File: src/rtl/tpt_pkg.sv
// ----------------------------------------------------------------------------
// tpt_pkg
// shared types and constants of the two-level page table engine
// ----------------------------------------------------------------------------
package tpt_pkg;

    localparam int VA_W      = 32;   // virtual address
    localparam int PA_W      = 44;   // physical / translated address
    localparam int FRAME_W   = 32;   // stored frame number
    localparam int OP_W      = 2;
    localparam int STATUS_W  = 3;

    // stream packing
    localparam int S_TDATA_W = 80;   // virt_addr, phys_addr, zero pad
    localparam int S_TUSER_W = 3;    // opcode, single_page
    localparam int M_TDATA_W = 48;   // translated_addr, zero pad
    localparam int M_TUSER_W = 3;    // status

    typedef enum logic [OP_W-1:0] {
        OP_MAP       = 2'd0,
        OP_UNMAP     = 2'd1,
        OP_TRANSLATE = 2'd2,
        OP_NOP       = 2'd3
    } op_t;

    typedef enum logic [STATUS_W-1:0] {
        ST_OK         = 3'd0,
        ST_BAD_SIZE   = 3'd1,
        ST_BUSY       = 3'd2,
        ST_NO_TABLE   = 3'd3,
        ST_NOT_MAPPED = 3'd4
    } status_t;

    typedef enum logic [2:0] {
        S_IDLE,
        S_DIR,
        S_FILL,
        S_LEAF,
        S_HOLD
    } ctrl_state_t;

    // directory commands from the controller
    typedef struct packed {
        logic rd;
        logic alloc;
    } dir_cmd_t;

    // directory status towards the controller
    typedef struct packed {
        logic clearing;
        logic pool_empty;
    } dir_stat_t;

    // leaf store commands from the controller
    typedef struct packed {
        logic rd;
        logic wr;
        logic fill;
    } leaf_cmd_t;

endpackage

File: src/rtl/tpt_ctrl.sv
// ----------------------------------------------------------------------------
// tpt_ctrl
// request sequencer: directory lookup, table allocation, leaf check and result
// ----------------------------------------------------------------------------
module tpt_ctrl
    import tpt_pkg::*;
#(
    parameter int PAGE_SHIFT_BITS = 12,
    parameter int LEVEL_BITS      = 10,
    parameter int LEAF_TABLES     = 16,
    localparam int TBL_W          = $clog2(LEAF_TABLES + 1),
    localparam int TIDX_W         = (LEAF_TABLES > 1) ? $clog2(LEAF_TABLES) : 1,
    localparam int LEAF_AW        = TIDX_W + LEVEL_BITS
) (
    input  logic                  aclk,
    input  logic                  aresetn,
    input  logic                  cfg_wr_en,
    input  logic [FRAME_W-1:0]    cfg_wr_data,
    // request side
    input  logic                  s_tvalid,
    output logic                  s_tready,
    input  op_t                   s_op,
    input  logic [VA_W-1:0]       s_va,
    input  logic [PA_W-1:0]       s_pa,
    input  logic                  s_single,
    // result side
    output logic                  m_tvalid,
    input  logic                  m_tready,
    output status_t               m_status,
    output logic [PA_W-1:0]       m_addr,
    // directory
    output dir_cmd_t              dir_cmd,
    output logic [LEVEL_BITS-1:0] dir_index,
    input  logic [TBL_W-1:0]      dir_entry,
    input  dir_stat_t             dir_stat,
    input  logic [TIDX_W-1:0]     free_table,
    // leaf store
    output leaf_cmd_t             leaf_cmd,
    output logic [LEAF_AW-1:0]    leaf_addr,
    output logic [FRAME_W-1:0]    leaf_wr_data,
    output logic [FRAME_W-1:0]    dummy_frame,
    input  logic [FRAME_W-1:0]    leaf_rd_data,
    input  logic                  fill_busy
);

    localparam int VA_X_W = (PAGE_SHIFT_BITS + 2 * LEVEL_BITS > VA_W)
                          ? PAGE_SHIFT_BITS + 2 * LEVEL_BITS : VA_W;

    ctrl_state_t           state_reg, state_next;
    logic [FRAME_W-1:0]    dummy_frame_reg;

    op_t                   op_reg;
    logic [LEVEL_BITS-1:0] first_reg;
    logic [LEVEL_BITS-1:0] second_reg;
    logic [FRAME_W-1:0]    frame_reg;
    logic                  single_reg;
    logic [TIDX_W-1:0]     tbl_reg;

    status_t               res_status_reg;
    logic [PA_W-1:0]       res_addr_reg;

    logic                  m_tvalid_reg;
    status_t               m_status_reg;
    logic [PA_W-1:0]       m_addr_reg;

    logic [VA_X_W-1:0]     va_x;
    logic [LEVEL_BITS-1:0] s_first;
    logic [LEVEL_BITS-1:0] s_second;
    logic                  accept;
    logic                  has_tbl;
    logic [TIDX_W-1:0]     dir_tidx;
    logic                  leaf_empty;
    logic                  need_alloc;
    logic                  fin_valid;
    status_t               fin_status;
    logic [PA_W-1:0]       fin_addr;
    logic                  out_free;
    logic                  out_load;

    // index split, upper bits beyond the address read as zero
    assign va_x     = VA_X_W'(s_va);
    assign s_first  = va_x[PAGE_SHIFT_BITS + 2 * LEVEL_BITS - 1 -: LEVEL_BITS];
    assign s_second = va_x[PAGE_SHIFT_BITS + LEVEL_BITS - 1 -: LEVEL_BITS];

    assign has_tbl    = (dir_entry != '0);
    assign dir_tidx   = TIDX_W'(dir_entry - TBL_W'(1));
    assign leaf_empty = (leaf_rd_data == dummy_frame_reg);
    assign out_free   = !m_tvalid_reg || m_tready;
    assign out_load   = fin_valid && out_free;
    assign accept     = s_tvalid && s_tready;

    always_comb begin
        state_next = state_reg;
        unique case (state_reg)
            S_IDLE: begin
                if (accept) state_next = S_DIR;
            end
            S_DIR: begin
                priority if (fin_valid) state_next = out_free ? S_IDLE : S_HOLD;
                else if (need_alloc)    state_next = S_FILL;
                else                    state_next = S_LEAF;
            end
            S_FILL: begin
                if (!fill_busy) state_next = S_LEAF;
            end
            S_LEAF: begin
                state_next = out_free ? S_IDLE : S_HOLD;
            end
            S_HOLD: begin
                if (out_free) state_next = S_IDLE;
            end
            default: state_next = S_IDLE;
        endcase
    end

    always_comb begin
        s_tready      = 1'b0;
        dir_cmd       = '0;
        dir_index     = first_reg;
        leaf_cmd      = '0;
        leaf_addr     = {tbl_reg, second_reg};
        leaf_wr_data  = dummy_frame_reg;
        need_alloc    = 1'b0;
        fin_valid     = 1'b0;
        fin_status    = ST_OK;
        fin_addr      = '0;
        unique case (state_reg)
            S_IDLE: begin
                s_tready   = !dir_stat.clearing;
                dir_index  = s_first;
                dir_cmd.rd = s_tvalid && !dir_stat.clearing;
            end
            S_DIR: begin
                priority if (op_reg == OP_NOP) begin
                    fin_valid = 1'b1;
                end else if (!single_reg && op_reg != OP_TRANSLATE) begin
                    fin_valid  = 1'b1;
                    fin_status = ST_BAD_SIZE;
                end else if (!has_tbl && op_reg == OP_MAP && !dir_stat.pool_empty) begin
                    need_alloc    = 1'b1;
                    dir_cmd.alloc = 1'b1;
                    leaf_cmd.fill = 1'b1;
                end else if (!has_tbl) begin
                    fin_valid  = 1'b1;
                    fin_status = (op_reg == OP_MAP) ? ST_NO_TABLE : ST_NOT_MAPPED;
                end else begin
                    leaf_cmd.rd = 1'b1;
                    leaf_addr   = {dir_tidx, second_reg};
                end
            end
            S_FILL: begin
                leaf_cmd.rd = !fill_busy;
            end
            S_LEAF: begin
                fin_valid = 1'b1;
                unique case (op_reg)
                    OP_MAP: begin
                        if (leaf_empty) begin
                            leaf_cmd.wr  = 1'b1;
                            leaf_wr_data = frame_reg;
                        end else begin
                            fin_status = ST_BUSY;
                        end
                    end
                    OP_UNMAP: begin
                        leaf_cmd.wr = 1'b1;
                        if (leaf_empty) fin_status = ST_NOT_MAPPED;
                    end
                    OP_TRANSLATE: begin
                        if (leaf_empty) begin
                            fin_status = ST_NOT_MAPPED;
                        end else begin
                            fin_addr = PA_W'({{PA_W{1'b0}}, leaf_rd_data} << PAGE_SHIFT_BITS);
                        end
                    end
                    default: fin_status = ST_OK;
                endcase
            end
            S_HOLD: begin
                fin_valid  = 1'b1;
                fin_status = res_status_reg;
                fin_addr   = res_addr_reg;
            end
            default: s_tready = 1'b0;
        endcase
    end

    always_ff @(posedge aclk) begin
        if (!aresetn) begin
            state_reg       <= S_IDLE;
            m_tvalid_reg    <= 1'b0;
            dummy_frame_reg <= '0;
        end else begin
            state_reg <= state_next;
            if (out_load) begin
                m_tvalid_reg <= 1'b1;
            end else if (m_tready) begin
                m_tvalid_reg <= 1'b0;
            end
            if (cfg_wr_en) begin
                dummy_frame_reg <= cfg_wr_data;
            end
        end
    end

    always_ff @(posedge aclk) begin
        if (accept) begin
            op_reg     <= s_op;
            first_reg  <= s_first;
            second_reg <= s_second;
            frame_reg  <= FRAME_W'(s_pa >> PAGE_SHIFT_BITS);
            single_reg <= s_single;
        end
        if (state_reg == S_DIR) begin
            tbl_reg <= need_alloc ? free_table : dir_tidx;
        end
        if (fin_valid) begin
            res_status_reg <= fin_status;
            res_addr_reg   <= fin_addr;
        end
        if (out_load) begin
            m_status_reg <= fin_status;
            m_addr_reg   <= fin_addr;
        end
    end

    assign m_tvalid    = m_tvalid_reg;
    assign m_status    = m_status_reg;
    assign m_addr      = m_addr_reg;
    assign dummy_frame = dummy_frame_reg;

endmodule

File: config.mk
export PLATFORM = sky130hd
export DESIGN_NAME = tpt_ctrl
export DESIGN_NICKNAME = d
export VERILOG_FILES = /design/src/rtl/tpt_pkg.sv /design/src/rtl/tpt_ctrl.sv
export SDC_FILE = /design/constraint.sdc
export NUM_CORES = 1
export LEC_CHECK = 0
export ABC_AREA = 1
export BUFFER_PORTS_ARGS = -buffer_cell sky130_fd_sc_hd__buf_2
export CORE_UTILIZATION = 35
export CTS_CLUSTER_DIAMETER = 120
export DETAILED_ROUTE_END_ITERATION = 7
export PLACE_DENSITY_LB_ADDON = 0.15
export SLEW_MARGIN = 20
export SYNTH_ARGS = -nofsm -noshare
export SYNTH_HDL_FRONTEND = slang
export SYNTH_SLANG_ARGS = --single-unit
File: constraint.sdc
create_clock -name aclk -period 15 [get_ports aclk]
set_input_delay 0.75 -clock aclk [delete_from_list [all_inputs] [get_ports aclk]]
set_output_delay 0.75 -clock aclk [all_outputs]
set_load 0.005 [all_outputs]
# Word-level counts from Yosys, hierarchy flattened
# Index checks and enable logic that the tools add are counted.
dict set report classes {
  addsub 1
  n_eq_ne 12
  n_mux 50
  n_reduce_logical 20
}
# cell count
set ops {}
lappend ops {{two-way mux 32 bit} 3}
lappend ops {{two-way mux 44 bit} 2}
lappend ops {{case mux 44 bit (2 select lines)} 1}
lappend ops {{two-way mux 14 bit} 5}
lappend ops {{two-way mux 3 bit} 11}
lappend ops {{equality test 32 bit} 1}
lappend ops {{two-way mux 1 bit} 19}
lappend ops {{case mux 3 bit (5 select lines)} 1}
lappend ops {{two-way mux 10 bit} 1}
lappend ops {{case mux 3 bit (3 select lines)} 1}
lappend ops {{inequality test 2 bit (second input constant)} 4}
lappend ops {{equality test 3 x 2 -> 1 bit (second input constant)} 2}
lappend ops {{logical AND 1 bit} 6}
lappend ops {{logical NOT 1 bit} 6}
lappend ops {{case mux 1 bit (2 select lines)} 3}
lappend ops {{case mux 3 bit (2 select lines)} 1}
lappend ops {{nonzero test 5 bit} 1}
lappend ops {{equality test 2 bit (second input constant)} 2}
lappend ops {{two-way mux 4 bit} 1}
lappend ops {{OR reduction 2 bit} 2}
lappend ops {{subtractor 4 x 1 -> 4 bit (second input constant)} 1}
lappend ops {{equality test 3 x 1 -> 1 bit (second input constant)} 1}
lappend ops {{equality test 3 bit (second input constant)} 1}
lappend ops {{logical NOT 3 bit} 1}
lappend ops {{6 further kinds} 6}
dict set report word_totals {
  reg_bits 189
  in_bits 160
  out_inout_bits 142
  wordCells 96
}

# Longest topological paths before layout
# Gate-level depths: netlist of run 1.
dict set report logic_depth {
  depth_word 11
  depth_mapped 11
  ltp_nobuf 10
}

# Worst setup path after synthesis of run 1
# Ideal clock, no wire load.
dict set report synth_path {
  kind {register to register}
  startpoint {register state_reg[2]}
  endpoint {register first_reg[0], enable pin}
  setup_time_ps 536
  arrival_ps 4710
  t_required_ps 14464
  setup_slack_ps 9754
  stages_incl_launch_ff 5
  path_buffers 1
  period_less_slack_ps 5246
  path_cell_list {dfxtp_1 > nor3_1 > inv_1 > clkbuf_1 > nor3_1}
}
dict set report synth_via {
  elab_chain_cells 3
}
# item line_no
set synth_lines {}
lappend synth_lines {{start: declaration} tpt_ctrl.sv:49} ;# ctrl_state_t state_reg, state_next;
lappend synth_lines {{start signal: assignment} tpt_ctrl.sv:194} ;# state_reg <= state_next;
lappend synth_lines {{logical NOT 3 bit} tpt_ctrl.sv:127} ;# unique case (state_reg)
lappend synth_lines {{two-way mux 1 bit} tpt_ctrl.sv:127}
lappend synth_lines {{logical AND 1 bit} tpt_ctrl.sv:90} ;# assign accept = s_tvalid && s_tready;
lappend synth_lines {{via accept} tpt_ctrl.sv:69} ;# logic accept;
lappend synth_lines {{end signal: assignment} tpt_ctrl.sv:209} ;# first_reg <= s_first;
lappend synth_lines {{end: declaration} tpt_ctrl.sv:53} ;# logic [LEVEL_BITS-1:0] first_reg;
# The timed path passes the listed nets, and every way through them passes these cells.
# A chain may end at the register's enable or synchronous reset.

# Worst setup path in the final report of run 1
dict set report layout_path {
  startpoint {register dummy_frame_reg[22], in the netlist dummy_frame[22]}
  endpoint {output port leaf_wr_data[15]}
}
dict set report layout_via {
  elab_chain_cells 4
}
# item line_no
set layout_lines {}
lappend layout_lines {{start: declaration} tpt_ctrl.sv:50} ;# logic [FRAME_W-1:0] dummy_frame_reg;
lappend layout_lines {{start signal: assignment} tpt_ctrl.sv:201} ;# dummy_frame_reg <= cfg_wr_data;
lappend layout_lines {{equality test 32 bit} tpt_ctrl.sv:87} ;# assign leaf_empty = (leaf_rd_data == dummy_frame_reg);
lappend layout_lines {{two-way mux 32 bit} tpt_ctrl.sv:158} ;# if (leaf_empty) begin
lappend layout_lines {{two-way mux 32 bit} tpt_ctrl.sv:156} ;# unique case (op_reg)
lappend layout_lines {{two-way mux 32 bit} tpt_ctrl.sv:127}
lappend layout_lines {{end: declaration} tpt_ctrl.sv:40} ;# output logic [FRAME_W-1:0] leaf_wr_data,
# No other way between the ends.

==> results by group, run 1 <==
Logic synthesis
  – Syn. warnings: 0
  – Synth Net Count: 932
  – Synth top cells by count: nand2_1, edfxtp_1, nor2_1, inv_1, o21ai_0
  – EDFF count, synth: 153
  – Cells after Synth: 766
  – Synth Flop Type: edfxtp_1
  – Post-Syn Area: 0.00800 mm^2
  – Netlist cell types: 29
  – Synthesized area per cell: 10.4 um^2
  – Post-synth ARST share: 0
  – Most common cell in the netlist: nand2_1
  – Register area share after synthesis: 0.664
  – Top cells by area, synth: edfxtp_1, nand2_1, dfxtp_1, nor2_1, inv_1
  – Post-synth top area cell: edfxtp_1
  – Share of the synthesized area in the top cell type: 0.574
  – Synth Register Bits: 189

Routing
  – Vias per Instance: 4.67
  – DRT iter0 DRCs: 293
  – Drt drc: 0
  – Wirelength, routed: 22400 um
  – Vias: 6192
  – Drt first pass iters: 5
  – Final antenna-violating net count: 0
  – WL per Instance: 16.9 um

Cells and area
  – Filler cells: 2156
  – Layout cell share with drive strength beyond 1: 0.314
  – Layout Utilization: 0.462
  – Area of the multi-input gates: 0.00226 mm^2
  – Syn-to-layout area delta: 27.6%
  – NumNets Final: 1200
  – Register area: 0.00532 mm^2
  – # diodes: 0

Job
  – Max Cap Viol: 0

Pwr
  – Max IR drop VDD: 0.0000639 V
  – Power, Total: 1.32 mW
  – P per Cell Area: 129 mW/mm^2
  – Leakage power: 4.67 nW

Die
  – # rows: 54
  – Area of the die: 0.0235 mm^2
  – I/O pin total: 302
  – Initial core utilization: 0.362
  – Core ar.: 0.0221 mm^2
  – Chip width: 153 um
  – Die H: 153 um

Timing
  – Skew final: 0.00810 ns
  – Sum of negative setup slack: 0 ns
  – Crit share post-route: 0.259
  – FMAX: 258 MHz
  – Final setup violation count: 0
  – Final hold violations: 0
  – Worst-Margin Slew: 1.04 ns
  – Slew Limit Fails: 0
  – Relative slew slack: 0.308
  – RSZ-0062 raised after global routing: no
  – Crit path time final: 3.88 ns

Clock network
  – Clock latency on the worst-skew pair: 0.43 ns
  – Clock slew at reported path FFs: 0.08 ns
  – H-tree levels: 4
  – Post-CTS Setup Repair Bufs: 0
  – CTS Hold Bufs: 0
  – Root Buffer: clkbuf_16
  – Clock Sink Count: 189
  – Post-cts sizing count: 0
  – Clock buffers created by TritonCTS: 17
  – CTS Buffer Depth: 2
  – CTS tree: done

Setup path
  – WS Path Type: reg -> out
  – Worst Path Arrival: 3.13 ns
  – Crit path launch type: flip-flop
  – Worst Path Max Fanout: 34
  – Required time of the critical path: 14.25 ns
  – CP endpoint kind: output pin

Global routing
  – Remaining Overflow, GRT: 0
  – Largest net degree at the start of global routing: 56
  – Vias in the first global route: 5928
  – GRT Total Usage: 0.193
  – Initial antenna violation count: 0
  – First-pass GRT wire length: 33900 um

Placed design
  – GP Congestion: 0.831
  – Post-DP HPWL: 16400 um
  – PortBufs: 277

Hold path
  – HP Class: in -> reg

Run status
  – Status: completed
-- routing by layer --
layer	vias to the layer above	global-route usage	part of all wire
li1	3115	-	-
met1	2843	0.263	0.47
met2	215	0.300	0.45
met3	19	0.0516	0.065
met4	0	0.0577	0.014
met5	-	0	0
-- cells in the final DEF, fill, tap and decap left out, drive strengths merged --
master,n
buf,284
nand2,239
edfxtp,153
nor2,75
inv,66
o21ai,41
nand3,38
dfxtp,36
nand4,32
xnor2,21
clkbuf,17
a21oi,14
nor3,11
ha,6
clkinv,6
xor2,2
bufinv,2
a22o,1
or3b,1
a22oi,1
o211ai,1
-- logic make-up (layout without fill, tap and decap cells) --
family / count (synthesis) / after routing / synth area share
buf+inv: 94 / 375 / 0.0544
xor+xnor: 23 / 23 / 0.0252
flops: 189 / 189 / 0.664
fa+ha+maj: 6 / 6 / 0.00939
simple gates: 396 / 396 / 0.209
compound gates: 58 / 58 / 0.0374
-- path summary, 6_finish.rpt --
check | startpoint | endpoint | slack, ns | depth (start not counted)
min reg2reg | dummy_frame[1]$_SDFFE_PN0P_ | dummy_frame[1]$_SDFFE_PN0P_ | 0.53 | 2
min | s_va[12] | second_reg[0]$_DFFE_PP_ | 0.49 | 1
max reg2reg | dummy_frame[22]$_SDFFE_PN0P_ | m_addr[37]$_DFFE_PP_ | 12.31 | 8
max | dummy_frame[22]$_SDFFE_PN0P_ | leaf_wr_data[15] | 11.12 | 9
-- critical path, cell delays in order, from the launching register on --
cell,delay [ns]
dfxtp_1,0.50
xnor2_1,0.17
nand2_1,0.08
nor2_1,0.11
nand2_1,0.09
nor2_4,0.69
nand3_4,0.54
nand2_1,0.27
nand2_1,0.08
buf_2,0.13
-- through the flow --
| step | setup slack, ns | instance area (um^2) | hold slack, ns | std cells |
|---|---|---|---|---|
| after floorplan | 9.75 | 8000 | 0.480 | 766 |
| after global placement | 11.11 | 9590 | 0.494 | 1295 |
| after detailed placement | 11.15 | 9590 | 0.508 | 1295 |
| after CTS | 11.09 | 10200 | 0.471 | 1327 |
| after global routing | 10.91 | 10200 | 0.467 | 1327 |
| final | 11.12 | 10200 | 0.490 | 1327 |
-- power breakdown --
group / internal [mW] / total [mW] / leakage, nW / switching [mW]
clock: 0.256 / 0.474 / 0.306 / 0.218
combinational: 0.0703 / 0.185 / 2.63 / 0.115
sequential: 0.637 / 0.661 / 1.73 / 0.0240
-- final cells by class --
class,count,area share
Multi-Input combinational cell,483,0.222
Clock buffer,17,0.0417
Clock inverter,15,0.0189
Sequential cell,189,0.521
Timing Repair Buffer,284,0.141
Inverter,59,0.0217
Tap cell,280,0.0343
(Power assumes the default switching activity.)
==> inputs of run 2 (changes only) <==
--- a/config.mk
+++ b/config.mk
@@ -5,7 +5,7 @@
 export SDC_FILE = /design/constraint.sdc
 export NUM_CORES = 1
 export LEC_CHECK = 0
-export ABC_AREA = 1
+export ABC_AREA = 0
 export BUFFER_PORTS_ARGS = -buffer_cell sky130_fd_sc_hd__buf_2
 export CORE_UTILIZATION = 35
 export CTS_CLUSTER_DIAMETER = 120
==> constraint.sdc (replaced) <==
create_clock -name aclk -period 3.7 [get_ports aclk]
set_input_delay 0.185 -clock aclk [delete_from_list [all_inputs] [get_ports aclk]]
set_output_delay 0.185 -clock aclk [all_outputs]
set_load 0.005 [all_outputs]
==> results by group, run 2 <==
Timing
  – FMAX: 313 MHz
  – Crit share post-route: 0.863
  – Worst-Margin Slew: 1.08 ns
  – Crit path time final: 3.19 ns
  – Relative slew slack: 0.280
  – Final setup violation count: 0
  – Slew Limit Fails: 0
  – Final hold violations: 0
  – Hold WS: 0.0151 ns
  – Sum of negative setup slack: 0 ns
  – RSZ-0062 raised after global routing: no
  – Skew final: 0.0121 ns

Logic synthesis
  – Synthesized area per cell: 15.9 um^2
  – Synth Flop Type: edfxtp_1
  – Synth Net Count: 646
  – Post-synth top area cell: edfxtp_1
  – Post-synth ARST share: 0
  – Share of the synthesized area in the top cell type: 0.602
  – Synth Register Bits: 189
  – Synth Area in Simple Gates: 0.0703
  – Netlist cell types: 43
  – Syn. warnings: 0
  – Most common cell in the netlist: edfxtp_1
  – Cells after Synth: 480
  – Mux contribution to synthesized area: 0.105
  – Top cells by area, synth: edfxtp_1, dfxtp_1, mux2_2, mux2i_1, a22o_1
  – Complex-gate fraction of the synthesized area: 0.0590
  – Post-synthesis xor/xnor area fraction: 0.0390
  – Post-Syn Area: 0.00763 mm^2
  – Synth top cells by count: edfxtp_1, mux2_2, dfxtp_1, nor2b_1
  – Register area share after synthesis: 0.696
  – Post-synthesis adder-cell area fraction: 0.00983
  – Main combinational cell family by area after synthesis: multiplexers
  – EDFF count, synth: 153

Cells and area
  – Most common cell after layout, fill and taps aside: buf_2
  – NumNets Final: 986
  – # diodes: 0
  – Most frequent cells in the layout: buf_2, edfxtp_1, dlygate4sd3_1
  – Layout cell share with drive strength beyond 1: 0.436
  – Syn-to-layout area delta: 37.4%
  – Post-route cell area: 0.0105 mm^2
  – Layout Utilization: 0.494

Global routing
  – GRT Total Usage: 0.184
  – Largest net degree at the start of global routing: 48
  – Remaining Overflow, GRT: 0
  – Vias in the first global route: 5446
  – First-pass GRT wire length: 30300 um
  – Initial antenna violation count: 0

Setup path
  – Worst Path Max Fanout: 21
  – WS Path Type: reg -> out
  – Reg2reg path depth: 5
  – CP endpoint kind: output pin
  – Crit path launch type: flip-flop
  – FF-to-FF setup slack: 0.99 ns
  – RR Endpoint: m_addr[42]$_DFFE_PP_
  – Worst Path Arrival: 3.01 ns
  – Worst r2r src: dummy_frame[15]$_SDFFE_PN0P_
  – Required time of the critical path: 3.51 ns

Hold path
  – HP Class: in -> reg
  – WHS Endpoint: dummy_frame[8]$_SDFFE_PN0P_
  – Hold_sp: cfg_wr_data[8]
  – Worst hold stages: 3

Routing
  – Final antenna-violating net count: 0
  – Met3 WL: 1030 um
  – Drt drc: 0
  – DRT iter0 DRCs: 216
  – Metal-1 WL: 9010 um
  – Drt first pass iters: 4
  – Met2 wire len: 9890 um
  – Wirelength, routed: 20300 um
  – Vias per Instance: 4.71
  – Highest routed layer: met4
  – WL per Instance: 18.3 um
  – Vias: 5217

Clock network
  – Root Buffer: clkbuf_16
  – H-tree levels: 4
  – Clock slew at reported path FFs: 0.08 ns
  – Clock buffers created by TritonCTS: 17
  – Post-cts sizing count: 0
  – Clock Sink Count: 189
  – CTS Buffer Depth: 2
  – CTS tree: done
  – Clock latency on the worst-skew pair: 0.43 ns

Placed design
  – Dpl cell area: 0.00935 mm^2
  – Post-DP HPWL: 14200 um
  – GP Congestion: 0.789
  – PortBufs: 277

Job
  – Max Cap Viol: 0

Pwr
  – Leakage power: 4.51 nW
  – P per Cell Area: 438 mW/mm^2
  – Max IR drop VDD: 0.000286 V

Die
  – # rows: 53
  – Core ar.: 0.0212 mm^2
  – Initial core utilization: 0.360
  – Area of the die: 0.0224 mm^2
  – Die H: 150 um
  – I/O pin total: 302
  – Chip width: 150 um

Run status
  – Status: completed
[run 2: cell count changes in the layout (fill, tap and decap cells not counted), sizes merged, moves of 19 or more]
cell / change
xnor2: -19
o21ai: -32
inv: -50
mux2i: +33
a22o: +32
mux2: +42
nand4: -31
nor2b: +34
nor2: -69
nand2: -231
xor2: +30
nand3: -36
dlygate4sd3: +58
[run 2: metrics by stage]
step	setup slack, ns	power (mW)	instances
final	0.508	4.60	1108
after CTS	0.407	4.66	1108
after global routing	0.275	4.78	1108
after floorplan	0.153	2.64	480
after global placement	0.926	2.86	1018
after detailed placement	0.897	2.87	1018
[run 2: how the worst max path moves through the flow]
stage	from	endpoint	slack, ns	cells past startpoint
after CTS	dummy_frame[23]$_SDFFE_PN0P_	leaf_wr_data[22]	0.41	7
final	dummy_frame[15]$_SDFFE_PN0P_	leaf_wr_data[22]	0.51	7
after detailed placement	dummy_frame[23]$_SDFFE_PN0P_	leaf_wr_data[22]	0.90	7
after global placement	dummy_frame[23]$_SDFFE_PN0P_	leaf_wr_data[22]	0.93	7
after floorplan	dir_entry[0]	m_addr[0]$_DFFE_PP_	0.15	7
after global routing	dummy_frame[23]$_SDFFE_PN0P_	leaf_wr_data[22]	0.28	7
[run 2: cell type report]
type | instances | area [um^2]
multi-input cells | 259 | 2190
well taps | 275 | 344
clock inverters | 13 | 124
flip-flops and latches | 189 | 5320
inverters | 9 | 33.8
fillers | 1906 | 10700
repair buffers | 344 | 2050
clock buffers | 19 | 433
[run 2: cell families after synthesis]
| kind of cell | Yosys count |
|---|---|
| multiplexers | 75 |
| adder cells (fa/ha/maj) | 6 |
| AND/OR/NAND/NOR | 87 |
| XOR/XNOR | 34 |
| buffers and inverters | 32 |
| flip-flops | 189 |
| AO/OA/AOI/OAI | 57 |
[run 2: what timing repair did]
| item | CTS | global route |
|---|---|---|
| hold buffers | 58 | 0 |
| hold endpoints to repair | 58 | 0 |
| setup buffers | 0 | 0 |
[run 2: critical path, cell delays in order (launching register included)]
cell and delay [ns]:
dfxtp_1 0.36, xor2_1 0.17, nor4_1 0.46, nand4_1 0.38
nor4_4 0.33, buf_4 0.34, mux2_2 0.39, buf_2 0.13
[run 2: power by group]
group	internal [mW]	switching [mW]	leakage, nW	total, mW
clock	0.891	0.843	0.271	1.73
sequential	2.38	0.0493	1.73	2.43
combinational	0.230	0.203	2.50	0.433
total	3.50	1.10	4.51	4.60
[run 2: layer usage]
layer,up-vias,track usage
met4,0,0.0646
li1,2493,-
met3,25,0.0393
met1,2516,0.234
met5,-,0
met2,183,0.308
